$ cat config.mk
export PLATFORM = sky130hd
export DESIGN_NAME = midi_channel_note_receiver
export DESIGN_NICKNAME = d
export VERILOG_FILES = /design/src/rtl/core/mcnr_pkg.sv /design/src/rtl/core/midi_channel_note_receiver.sv
export SDC_FILE = /design/constraint.sdc
export NUM_CORES = 1
export LEC_CHECK = 0
export BUFFER_PORTS_ARGS = -buffer_cell sky130_fd_sc_hd__buf_4
export CAP_MARGIN = 20
export CELL_PAD_IN_SITES_DETAIL_PLACEMENT = 0
export CELL_PAD_IN_SITES_GLOBAL_PLACEMENT = 1
export CORE_ASPECT_RATIO = 0.9
export CORE_UTILIZATION = 37
export CTS_BUF_LIST = sky130_fd_sc_hd__clkbuf_8
export DETAILED_ROUTE_END_ITERATION = 10
export PLACE_DENSITY_LB_ADDON = 0.1
export SYNTH_ARGS = -nofsm -noshare
export SYNTH_HDL_FRONTEND = slang
export SYNTH_SLANG_ARGS = --single-unit
$ cat constraint.sdc
create_clock -name aclk -period 2.9 [get_ports aclk]
set_input_delay 0.145 -clock aclk [delete_from_list [all_inputs] [get_ports aclk]]
set_output_delay 0.145 -clock aclk [all_outputs]
set_load 0.01 [all_outputs]
$ cat src/rtl/core/mcnr_pkg.sv
package mcnr_pkg;

    localparam int unsigned BYTE_W  = 8;
    localparam int unsigned DATA_W  = 7;
    localparam int unsigned CHAN_W  = 4;
    localparam int unsigned KIND_W  = 2;
    localparam int unsigned HZ_W    = 14;
    localparam int unsigned CNT_W   = 2;

    localparam int unsigned APB_ADDR_W = 3;
    localparam int unsigned APB_DATA_W = 32;

    localparam logic [APB_ADDR_W-1:0] ADDR_LISTEN_CHANNEL = 3'd0;

    localparam logic [3:0] STATUS_NOTE_OFF = 4'h8;
    localparam logic [3:0] STATUS_NOTE_ON  = 4'h9;
    localparam logic [3:0] STATUS_CTRL     = 4'hB;

    localparam logic [KIND_W-1:0] EV_START   = 2'd0;
    localparam logic [KIND_W-1:0] EV_RELEASE = 2'd1;
    localparam logic [KIND_W-1:0] EV_CTRL    = 2'd2;
    localparam logic [KIND_W-1:0] EV_UNUSED  = 2'd3;

    localparam logic [CNT_W-1:0] CNT_STATUS = 2'd1;
    localparam logic [CNT_W-1:0] CNT_DATA1  = 2'd2;
    localparam logic [CNT_W-1:0] CNT_FULL   = 2'd3;

    localparam logic [HZ_W-1:0] NOTE_HZ [128] = '{
        14'd8, 14'd8, 14'd9, 14'd9, 14'd10, 14'd10, 14'd11, 14'd12,
        14'd12, 14'd13, 14'd14, 14'd15, 14'd16, 14'd17, 14'd18, 14'd19,
        14'd20, 14'd21, 14'd23, 14'd24, 14'd25, 14'd27, 14'd29, 14'd30,
        14'd32, 14'd34, 14'd36, 14'd38, 14'd41, 14'd43, 14'd46, 14'd48,
        14'd51, 14'd54, 14'd58, 14'd61, 14'd65, 14'd69, 14'd73, 14'd77,
        14'd82, 14'd87, 14'd92, 14'd97, 14'd103, 14'd109, 14'd116, 14'd123,
        14'd130, 14'd138, 14'd146, 14'd155, 14'd164, 14'd174, 14'd184, 14'd195,
        14'd207, 14'd219, 14'd233, 14'd246, 14'd261, 14'd277, 14'd293, 14'd311,
        14'd329, 14'd349, 14'd369, 14'd391, 14'd415, 14'd440, 14'd466, 14'd493,
        14'd523, 14'd554, 14'd587, 14'd622, 14'd659, 14'd698, 14'd739, 14'd783,
        14'd830, 14'd880, 14'd932, 14'd987, 14'd1046, 14'd1108, 14'd1174, 14'd1244,
        14'd1318, 14'd1396, 14'd1479, 14'd1567, 14'd1661, 14'd1760, 14'd1864, 14'd1975,
        14'd2093, 14'd2217, 14'd2349, 14'd2489, 14'd2637, 14'd2793, 14'd2959, 14'd3135,
        14'd3322, 14'd3520, 14'd3729, 14'd3951, 14'd4186, 14'd4434, 14'd4698, 14'd4978,
        14'd5274, 14'd5587, 14'd5919, 14'd6271, 14'd6644, 14'd7040, 14'd7458, 14'd7902,
        14'd8372, 14'd8869, 14'd9397, 14'd9956, 14'd10548, 14'd11175, 14'd11839, 14'd12543
    };

endpackage

$ cat src/rtl/core/midi_channel_note_receiver.sv
// Channel  | Direction | Ports                                   | Moves
// s_       | in        | s_valid, s_ready, s_rx_byte             | one MIDI byte per word
// m_       | out       | m_valid, m_ready, m_event_kind, ...     | one event per word
// APB      | config    | psel, penable, pwrite, paddr, pwdata    | listen_channel at 0x0
//
// One byte per cycle while s_ready is high: an input register, then the parser
// state and the result register, which take each byte from the input register.
// aresetn is synchronous: it clears capture state, valids and listen_channel.
// s_ready drops only while the input register holds a byte and the result
// register holds an event that m_ready has not taken.
module midi_channel_note_receiver (
    input  logic                              aclk,
    input  logic                              aresetn,

    input  logic                              s_valid,
    output logic                              s_ready,
    input  logic [mcnr_pkg::BYTE_W-1:0]       s_rx_byte,

    output logic                              m_valid,
    input  logic                              m_ready,
    output logic [mcnr_pkg::KIND_W-1:0]       m_event_kind,
    output logic [mcnr_pkg::DATA_W-1:0]       m_note_or_number,
    output logic [mcnr_pkg::DATA_W-1:0]       m_level,
    output logic [mcnr_pkg::HZ_W-1:0]         m_frequency_hz,

    input  logic                              psel,
    input  logic                              penable,
    input  logic                              pwrite,
    input  logic [mcnr_pkg::APB_ADDR_W-1:0]   paddr,
    input  logic [mcnr_pkg::APB_DATA_W-1:0]   pwdata,
    output logic [mcnr_pkg::APB_DATA_W-1:0]   prdata,
    output logic                              pready
);

    logic [mcnr_pkg::CHAN_W-1:0]  listen_channel_reg;

    logic                         in_vld_reg;
    logic [mcnr_pkg::BYTE_W-1:0]  in_byte_reg;

    logic                         capturing_reg, capturing_next;
    logic [mcnr_pkg::CNT_W-1:0]   byte_count_reg, byte_count_next;
    logic [mcnr_pkg::BYTE_W-1:0]  status_byte_reg, status_byte_next;
    logic [mcnr_pkg::DATA_W-1:0]  first_data_reg, first_data_next;
    logic [mcnr_pkg::DATA_W-1:0]  last_note_reg, last_note_next;

    logic                         out_vld_reg, out_vld_next;
    logic [mcnr_pkg::KIND_W-1:0]  out_kind_reg, out_kind_next;
    logic [mcnr_pkg::DATA_W-1:0]  out_note_reg, out_note_next;
    logic [mcnr_pkg::DATA_W-1:0]  out_level_reg, out_level_next;
    logic [mcnr_pkg::HZ_W-1:0]    out_hz_reg, out_hz_next;

    logic                         advance;
    logic                         emit;
    logic [mcnr_pkg::DATA_W-1:0]  data_in;

    // APB
    assign pready = 1'b1;
    assign prdata = (paddr == mcnr_pkg::ADDR_LISTEN_CHANNEL)
                  ? {{(mcnr_pkg::APB_DATA_W-mcnr_pkg::CHAN_W){1'b0}}, listen_channel_reg}
                  : '0;

    always_ff @(posedge aclk) begin
        if (!aresetn) begin
            listen_channel_reg <= '0;
        end else if (psel && penable && pwrite && pready
                     && paddr == mcnr_pkg::ADDR_LISTEN_CHANNEL) begin
            listen_channel_reg <= pwdata[mcnr_pkg::CHAN_W-1:0];
        end
    end

    // handshake
    assign advance = in_vld_reg && (!out_vld_reg || m_ready);
    assign s_ready = !in_vld_reg || advance;

    always_ff @(posedge aclk) begin
        if (!aresetn) begin
            in_vld_reg <= 1'b0;
        end else if (s_ready) begin
            in_vld_reg <= s_valid;
        end
    end

    always_ff @(posedge aclk) begin
        if (s_ready && s_valid) begin
            in_byte_reg <= s_rx_byte;
        end
    end

    // parser
    assign data_in = in_byte_reg[mcnr_pkg::DATA_W-1:0];

    always_comb begin
        capturing_next   = capturing_reg;
        byte_count_next  = byte_count_reg;
        status_byte_next = status_byte_reg;
        first_data_next  = first_data_reg;
        last_note_next   = last_note_reg;
        emit             = 1'b0;
        out_kind_next    = mcnr_pkg::EV_START;
        out_note_next    = first_data_reg;
        out_level_next   = data_in;
        out_hz_next      = '0;

        if (in_byte_reg[mcnr_pkg::BYTE_W-1]) begin
            if (in_byte_reg[mcnr_pkg::CHAN_W-1:0] == listen_channel_reg) begin
                capturing_next   = 1'b1;
                status_byte_next = in_byte_reg;
                byte_count_next  = mcnr_pkg::CNT_STATUS;
            end else begin
                capturing_next = 1'b0;
            end
        end else if (capturing_reg && byte_count_reg != mcnr_pkg::CNT_FULL) begin
            if (byte_count_reg == mcnr_pkg::CNT_STATUS) begin
                first_data_next = data_in;
                byte_count_next = mcnr_pkg::CNT_DATA1;
            end else begin
                byte_count_next = mcnr_pkg::CNT_FULL;
                case (status_byte_reg[mcnr_pkg::BYTE_W-1:mcnr_pkg::CHAN_W])
                    mcnr_pkg::STATUS_NOTE_ON: begin
                        last_note_next = first_data_reg;
                        emit           = 1'b1;
                        out_kind_next  = mcnr_pkg::EV_START;
                        out_hz_next    = mcnr_pkg::NOTE_HZ[first_data_reg];
                    end
                    mcnr_pkg::STATUS_NOTE_OFF: begin
                        emit          = (last_note_reg == first_data_reg);
                        out_kind_next = mcnr_pkg::EV_RELEASE;
                    end
                    mcnr_pkg::STATUS_CTRL: begin
                        emit          = 1'b1;
                        out_kind_next = mcnr_pkg::EV_CTRL;
                    end
                    default: begin
                        emit = 1'b0;
                    end
                endcase
            end
        end
    end

    always_comb begin
        if (advance) begin
            out_vld_next = emit;
        end else begin
            out_vld_next = out_vld_reg && !m_ready;
        end
    end

    always_ff @(posedge aclk) begin
        if (!aresetn) begin
            capturing_reg   <= 1'b0;
            byte_count_reg  <= '0;
            status_byte_reg <= '0;
            first_data_reg  <= '0;
            last_note_reg   <= '0;
            out_vld_reg     <= 1'b0;
        end else begin
            out_vld_reg <= out_vld_next;
            if (advance) begin
                capturing_reg   <= capturing_next;
                byte_count_reg  <= byte_count_next;
                status_byte_reg <= status_byte_next;
                first_data_reg  <= first_data_next;
                last_note_reg   <= last_note_next;
            end
        end
    end

    always_ff @(posedge aclk) begin
        if (advance && emit) begin
            out_kind_reg  <= out_kind_next;
            out_note_reg  <= out_note_next;
            out_level_reg <= out_level_next;
            out_hz_reg    <= out_hz_next;
        end
    end

    assign m_valid          = out_vld_reg;
    assign m_event_kind     = out_kind_reg;
    assign m_note_or_number = out_note_reg;
    assign m_level          = out_level_reg;
    assign m_frequency_hz   = out_hz_reg;

    // checks
    a_stall_cause: assert property (@(posedge aclk) disable iff (!aresetn)
        !s_ready |-> in_vld_reg && out_vld_reg && !m_ready)
        else $error("input stalled without a blocked event");

    a_kind_legal: assert property (@(posedge aclk) disable iff (!aresetn)
        m_valid |-> m_event_kind != mcnr_pkg::EV_UNUSED)
        else $error("illegal event kind");

    a_hz_zero: assert property (@(posedge aclk) disable iff (!aresetn)
        m_valid && m_event_kind != mcnr_pkg::EV_START |-> m_frequency_hz == '0)
        else $error("frequency on non-start event");

    a_hz_table: assert property (@(posedge aclk) disable iff (!aresetn)
        m_valid && m_event_kind == mcnr_pkg::EV_START
        |-> m_frequency_hz == mcnr_pkg::NOTE_HZ[m_note_or_number])
        else $error("start frequency does not match note");

    a_release_note: assert property (@(posedge aclk) disable iff (!aresetn)
        advance && emit && out_kind_next == mcnr_pkg::EV_RELEASE
        |-> first_data_reg == last_note_reg)
        else $error("release for a note that is not held");

endmodule
Yosys cells after proc, flatten, opt, wreduce, memory -nomap -nowiden

Memories as Yosys holds them, arrays and structs flattened. A register that Yosys moved wholly into a read port is not among the register bits.
Index checks and enable logic that the tools add are counted.

Word-level logic and storage cells: 61
Bits of input ports: 50
Bits in registers: 55
Memories: 1
Output and inout bits: 65
Memory bits (read-only): 1792

Memories:

| memory           | depth | width | rd ports | clocked after Yosys merged registers in | wr ports | RTL line                          | RTL |
|---|---|---|---|---|---|---|---|
| (name not given) | 128   | 14    | 1        | 1                                       | 0        | midi_channel_note_receiver.sv:123 | `out_hz_next = mcnr_pkg::NOTE_HZ[first_data_reg];` |

Bitwise logic cells: 5
Eq/ne operators: 8
Reductions and logical operators: 23
Mux-type cells: 12

Operators by type and width:

| kind                 | number |
|---|---|
| $eq A4 B4 Y1 const B | 3 |
| $logic_and A1 B1 Y1  | 8 |
| $not A7 Y8           | 1 |
| $eq A7 B7 Y1         | 1 |
| $mux W1              | 6 |
| $mux W2              | 3 |
| $reduce_and A3 Y1    | 2 |
| $reduce_and A5 Y1    | 1 |
| $eq A4 B4 Y1         | 1 |
| $mux W4              | 1 |
| $not A1 Y1           | 4 |
| $pmux W2 S2          | 1 |
| $reduce_and A4 Y1    | 1 |
| $reduce_or A4 Y1     | 1 |
| $logic_not A1 Y1     | 3 |
| $logic_not A3 Y1     | 1 |
| $reduce_or A3 Y1     | 1 |
| $eq A2 B1 Y1 const B | 1 |
| $logic_or A1 B1 Y1   | 2 |
| $ne A2 B1 Y1 const B | 1 |
| $ne A2 B2 Y1 const B | 1 |
| $pmux W1 S2          | 1 |
| $reduce_and A2 Y1    | 1 |
| $reduce_bool A2 Y1   | 1 |
| $reduce_or A2 Y1     | 1 |

Depth between registers and ports, before layout

Word-level depth: 7
Gate-level depth with buffers: 9
Depth with buffers taken out: 7

Least setup slack after synthesis

Ideal clock, no wire load.

Path kind: reg-to-reg
Start point: register first_data_reg[1] (netlist bit)
End point: register out_kind_reg (netlist bit m_event_kind[0]), enable pin
Cell stages (with the launch flop): 7
Data required time: 2.484 ns
Clock period less this slack: 3.056 ns
Path slack: -0.156 ns
Data arrival time: 2.639 ns
Cells stage by stage: dfxtp_1 > clkbuf_1 > buf_2 > xor2_1 > nor4_1 > nand3_1 > a211oi_2

Word-level cells in the longest chain between the ends: 6

RTL lines:

| element                  | RTL line                          | RTL |
|---|---|---|
| start: declaration       | midi_channel_note_receiver.sv:43  | `logic [mcnr_pkg::DATA_W-1:0] first_data_reg, first_data_next;` |
| start signal: assignment | midi_channel_note_receiver.sv:163 | `first_data_reg <= first_data_next;` |
| $eq A7 B7 Y1             | midi_channel_note_receiver.sv:126 | `emit = (last_note_reg == first_data_reg);` |
| $pmux W1 S2              | midi_channel_note_receiver.sv:118 | `case (status_byte_reg[mcnr_pkg::BYTE_W-1:mcnr_pkg::CHAN_W])` |
| $mux W1                  | midi_channel_note_receiver.sv:113 | `if (byte_count_reg == mcnr_pkg::CNT_STATUS) begin` |
| $mux W1                  | midi_channel_note_receiver.sv:112 | `end else if (capturing_reg && byte_count_reg != mcnr_pkg::CNT_FULL) begin` |
| $mux W1                  | midi_channel_note_receiver.sv:104 | `if (in_byte_reg[mcnr_pkg::BYTE_W-1]) begin` |
| $logic_and A1 B1 Y1      | midi_channel_note_receiver.sv:170 | `if (advance && emit) begin` |
| end signal: assignment   | midi_channel_note_receiver.sv:171 | `out_kind_reg <= out_kind_next;` |
| end: declaration         | midi_channel_note_receiver.sv:47  | `logic [mcnr_pkg::KIND_W-1:0] out_kind_reg, out_kind_next;` |

No other way between the ends.
A chain may end at the register's enable or synchronous reset.

Worst setup path after layout

Start point: register first_data_reg[1] (netlist bit)
End point: register out_hz_reg (netlist bit m_frequency_hz[4]) (data pin)

Word-level cells in the longest chain between the ends: 6
Elaborated cells on any way between the ends: 7
Those cells by class: eq/ne: 1; mux: 4; bitwise: 1; reduce/logical: 1

RTL lines:

| element             | RTL line                          | RTL |
|---|---|---|
| $eq A7 B7 Y1        | midi_channel_note_receiver.sv:126 |  |
| $pmux W1 S2         | midi_channel_note_receiver.sv:118 |  |
| $mux W1             | midi_channel_note_receiver.sv:113 |  |
| $mux W1             | midi_channel_note_receiver.sv:112 |  |
| $mux W1             | midi_channel_note_receiver.sv:104 |  |
| $logic_and A1 B1 Y1 | midi_channel_note_receiver.sv:170 |  |
| end: declaration    | midi_channel_note_receiver.sv:50  | `logic [mcnr_pkg::HZ_W-1:0] out_hz_reg, out_hz_next;` |

Parallel ways exist; a longest one is shown, timed or not.

==> key figures <==
Clock tree
  – # clock sinks: between 60 and 70
  – H-tree Lvls: 3
  – CTS tree: yes
  – Clk buf depth: 2
  – CTS-repair resized insts: 0
  – Clock root cell: clkbuf_8
  – Worst skew pair latency: ~360 ps
  – Post-CTS setup buffers: 0
  – Clock transition at the registers of the reported paths: ~80 ps
  – Post-CTS Hold Fix Bufs: 8
  – CTS Buf Count: 9

Synth
  – Syn. warnings: 0
  – Syn_area_per_cell: about 9.3 um2
  – Mapped Cells: between 400 and 500
  – Synth top area cells: edfxtp_1, dfxtp_1, mux2i_1, buf_4, nor2b_1
  – Post-synth top area share: between 20% and 30%
  – Post-Syn Area: a little over 0.004 mm2
  – Synth async-reset ratio: 0%
  – Area leader, netlist: edfxtp_1
  – Count of state elements after synthesis: 65
  – EDFF count, synth: 38
  – Top_reg_cell synth: edfxtp_1
  – Most frequent cell after synthesis: edfxtp_1
  – Commonest cells in the synthesized netlist: edfxtp_1, nand2_1, buf_4, nor2b_1, dfxtp_1
  – Sequential-to-total area share from yosys stat: around two fifths
  – Synth cell types: 66

Global route
  – Initial antenna violation count: 0
  – GR met3 Demand/Resource: under 10%
  – Met1 GRT Util: ~28%
  – Global routing's busiest layer: met2
  – Total gr overflow: 0
  – First-pass GRT wire length: roughly 17 mm
  – Vias in the first global route: between 3,000 and 4,000
  – Met2 usage: 29.01%
  – Largest net degree at the start of global routing: 39
  – Total track usage: between 10% and 20%

Cells and area
  – Max reg flops: 14
  – Layout cells sized above 1: 20.56%
  – Antenna diode count: 0
  – P&R area growth vs syn: 18.93%
  – Fillers: about 1,100
  – Final #Nets: roughly 550
  – Fin util: roughly 45%

Pwr
  – Logic gate share of total power: between 3 and 4%
  – VDD IR max: ~0.23 mV
  – Pwr Density: approximately 390 mW/mm2
  – NetSw: 0.4180 mW
  – Sequential share of power: around 52%
  – Clk pwr share: ~45%
  – Design internal power: about 1.5 mW
  – Leakage power: around 1.8 nW
  – Switching share of power: about 22%

Placement
  – Hpwl dp: approximately 7.5 mm
  – Port bufs: 57
  – GP Congestion: slightly below 0.9
  – Post-placement setup slack: between 400 and 500 ps

Detailed routing
  – Detailed Route WL: approximately 11 mm
  – DR pass1 iterations: 8
  – # DRC: 1
  – Via Count: between 3,000 and 4,000
  – Via density: about 5.3
  – First DRT Iteration DRCs: between 200 and 300
  – Routed len/inst: approximately 17 um
  – Routed Antenna Nets: 0

Worst setup path
  – Worst path slowest cell: ha_1
  – Worst setup SP type: flip-flop
  – Largest fanout on the critical path: 14
  – Worst EP arrival: 2620 ps
  – Required time of the critical path: approximately 3000 ps
  – CP peak stage delay: roughly 630 ps
  – Setup crit end kind: flip-flop
  – WS Path Type: reg2reg
  – Crit-path cells: inv_1 > ha_1 > nand2b_1 > o21ai_0 > a21oi_1 > o311a_1 > a2111oi_0

Floorplan
  – CORE AREA: between 0.01 and 0.015 mm2
  – Ports: around 120
  – Die W: between 100 and 150 um
  – Rows: 36
  – Starting Density: between 30% and 40%
  – Die area: 0.01150 mm2
  – Die height: a little over 100 um

Timing
  – Hold Vio Cnt, Final: 0
  – Post-route setup slack: a little over 400 ps
  – Period utilization: a little under nine tenths
  – Rel. slew slack: 50.47%
  – Clock Skew: around 6.8 ps
  – Slew Limit Fails: 0
  – Fmax achieved: ~400 MHz
  – Endpoints failing setup: 0
  – Worst slew pin tran: approximately 740 ps
  – RSZ-0062 raised after global routing: no
  – Setup TNS: 0 ps
  – Min cycle time layout: ~2500 ps

Job
  – Max-Cap Viols: 0

Outcome
  – Status: finished with violations
  – Failing checks: DRC

Hold path
  – HP Class: in2reg
power groups by stage:
stage / Combinational [mW] / Clock (mW) / Sequential, mW
5_1_grt: 0.0783 / 0.918 / 0.994
2_1_floorplan: 0.0644 / 0 / 1.01
3_3_place_gp: 0.0611 / 0 / 1.01
3_5_place_dp: 0.0619 / 0 / 1.01
4_1_cts: 0.0704 / 0.877 / 0.993
6_report: 0.0703 / 0.856 / 0.993
final timing paths:
| path | from | cells after the start | slack [ps] | end |
|---|---|---|---|---|
| max | first_data_reg[1] | 7 | 410 | m_frequency_hz[4] |
| min | s_valid | 3 | 20 | in_vld_reg |
| max reg2reg | first_data_reg[1] | 7 | 410 | m_frequency_hz[4] |
| min reg2reg | byte_count_reg[1] | 2 | 500 | byte_count_reg[1] |
final cells by class:
type | count | area [um2] | area share (%)
multi-input cells | 327 | 2111 | 43.30
flip-flops and latches | 65 | 1683 | 34.52
repair buffers | 84 | 663.1 | 13.60
well taps | 133 | 166.4 | 3.414
clock buffers | 9 | 123.9 | 2.541
clock inverters | 7 | 93.84 | 1.925
inverters | 9 | 33.78 | 0.6930
kinds of logic (layout without fill, tap and decap cells):
family	count (synthesis)	count (layout)	share of synthesized area (%)
compound gates	119	119	19.72
xor+xnor	11	11	2.350
fa+ha+maj	6	6	1.831
buf+inv	74	109	10.13
flops	65	65	41.03
mux	27	27	6.654
other cells	2	29	0.1832
simple gates	135	135	18.10
per-stage QoR:
| stage | cells | total power [mW] | hold slack (ps) | area [um2] |
|---|---|---|---|---|
| floorplan | 466 | 1.074 | 243.9 | 4208 |
| global placement | 610 | 1.074 | 323.0 | 4577 |
| detailed placement | 610 | 1.075 | 324.5 | 4577 |
| CTS | 634 | 1.940 | 15.15 | 4875 |
| global route | 634 | 1.990 | 33.22 | 4875 |
| finish | 634 | 1.919 | 24.11 | 4875 |
per-layer routing:
layer	vias up	part of all wire [%]
met5	-	0
li1	1650	-
met4	0	1.8
met3	16	8.2
met1	1564	48
met2	161	42
critical path: cells and delay by family, from the launching register on:
kind                     cells  cell delay (ps)
AO/OA/AOI/OAI                4              900
adder cells (fa/ha/maj)      1              630
flip-flops                   1              470
AND/OR/NAND/NOR              1              130
buffers and inverters        1              130
cells in the final DEF, fill, tap and decap left out, types with 4 or more instances in the layout:
master and count:
dlygate4sd3_1 8, a211oi_1 5, nand3_1 8, nand3b_1 4, a22oi_1 4, mux2i_1 25
nand2_1 34, a221oi_1 4, o221ai_1 4, nor3_1 7, a21oi_1 24, nand2b_1 13
o21a_1 4, ha_1 6, nor2b_1 30, o211ai_1 11, o22ai_1 4, and2_1 6
a31oi_1 7, nor2_1 18, inv_1 6, xnor2_1 5, o21ai_0 13, xor2_1 6
conb_1 29, buf_4 75, o21ai_1 12, dfxtp_1 26, clkbuf_8 9, edfxtp_1 38
No activity file was read; power rests on OpenSTA's default activity.
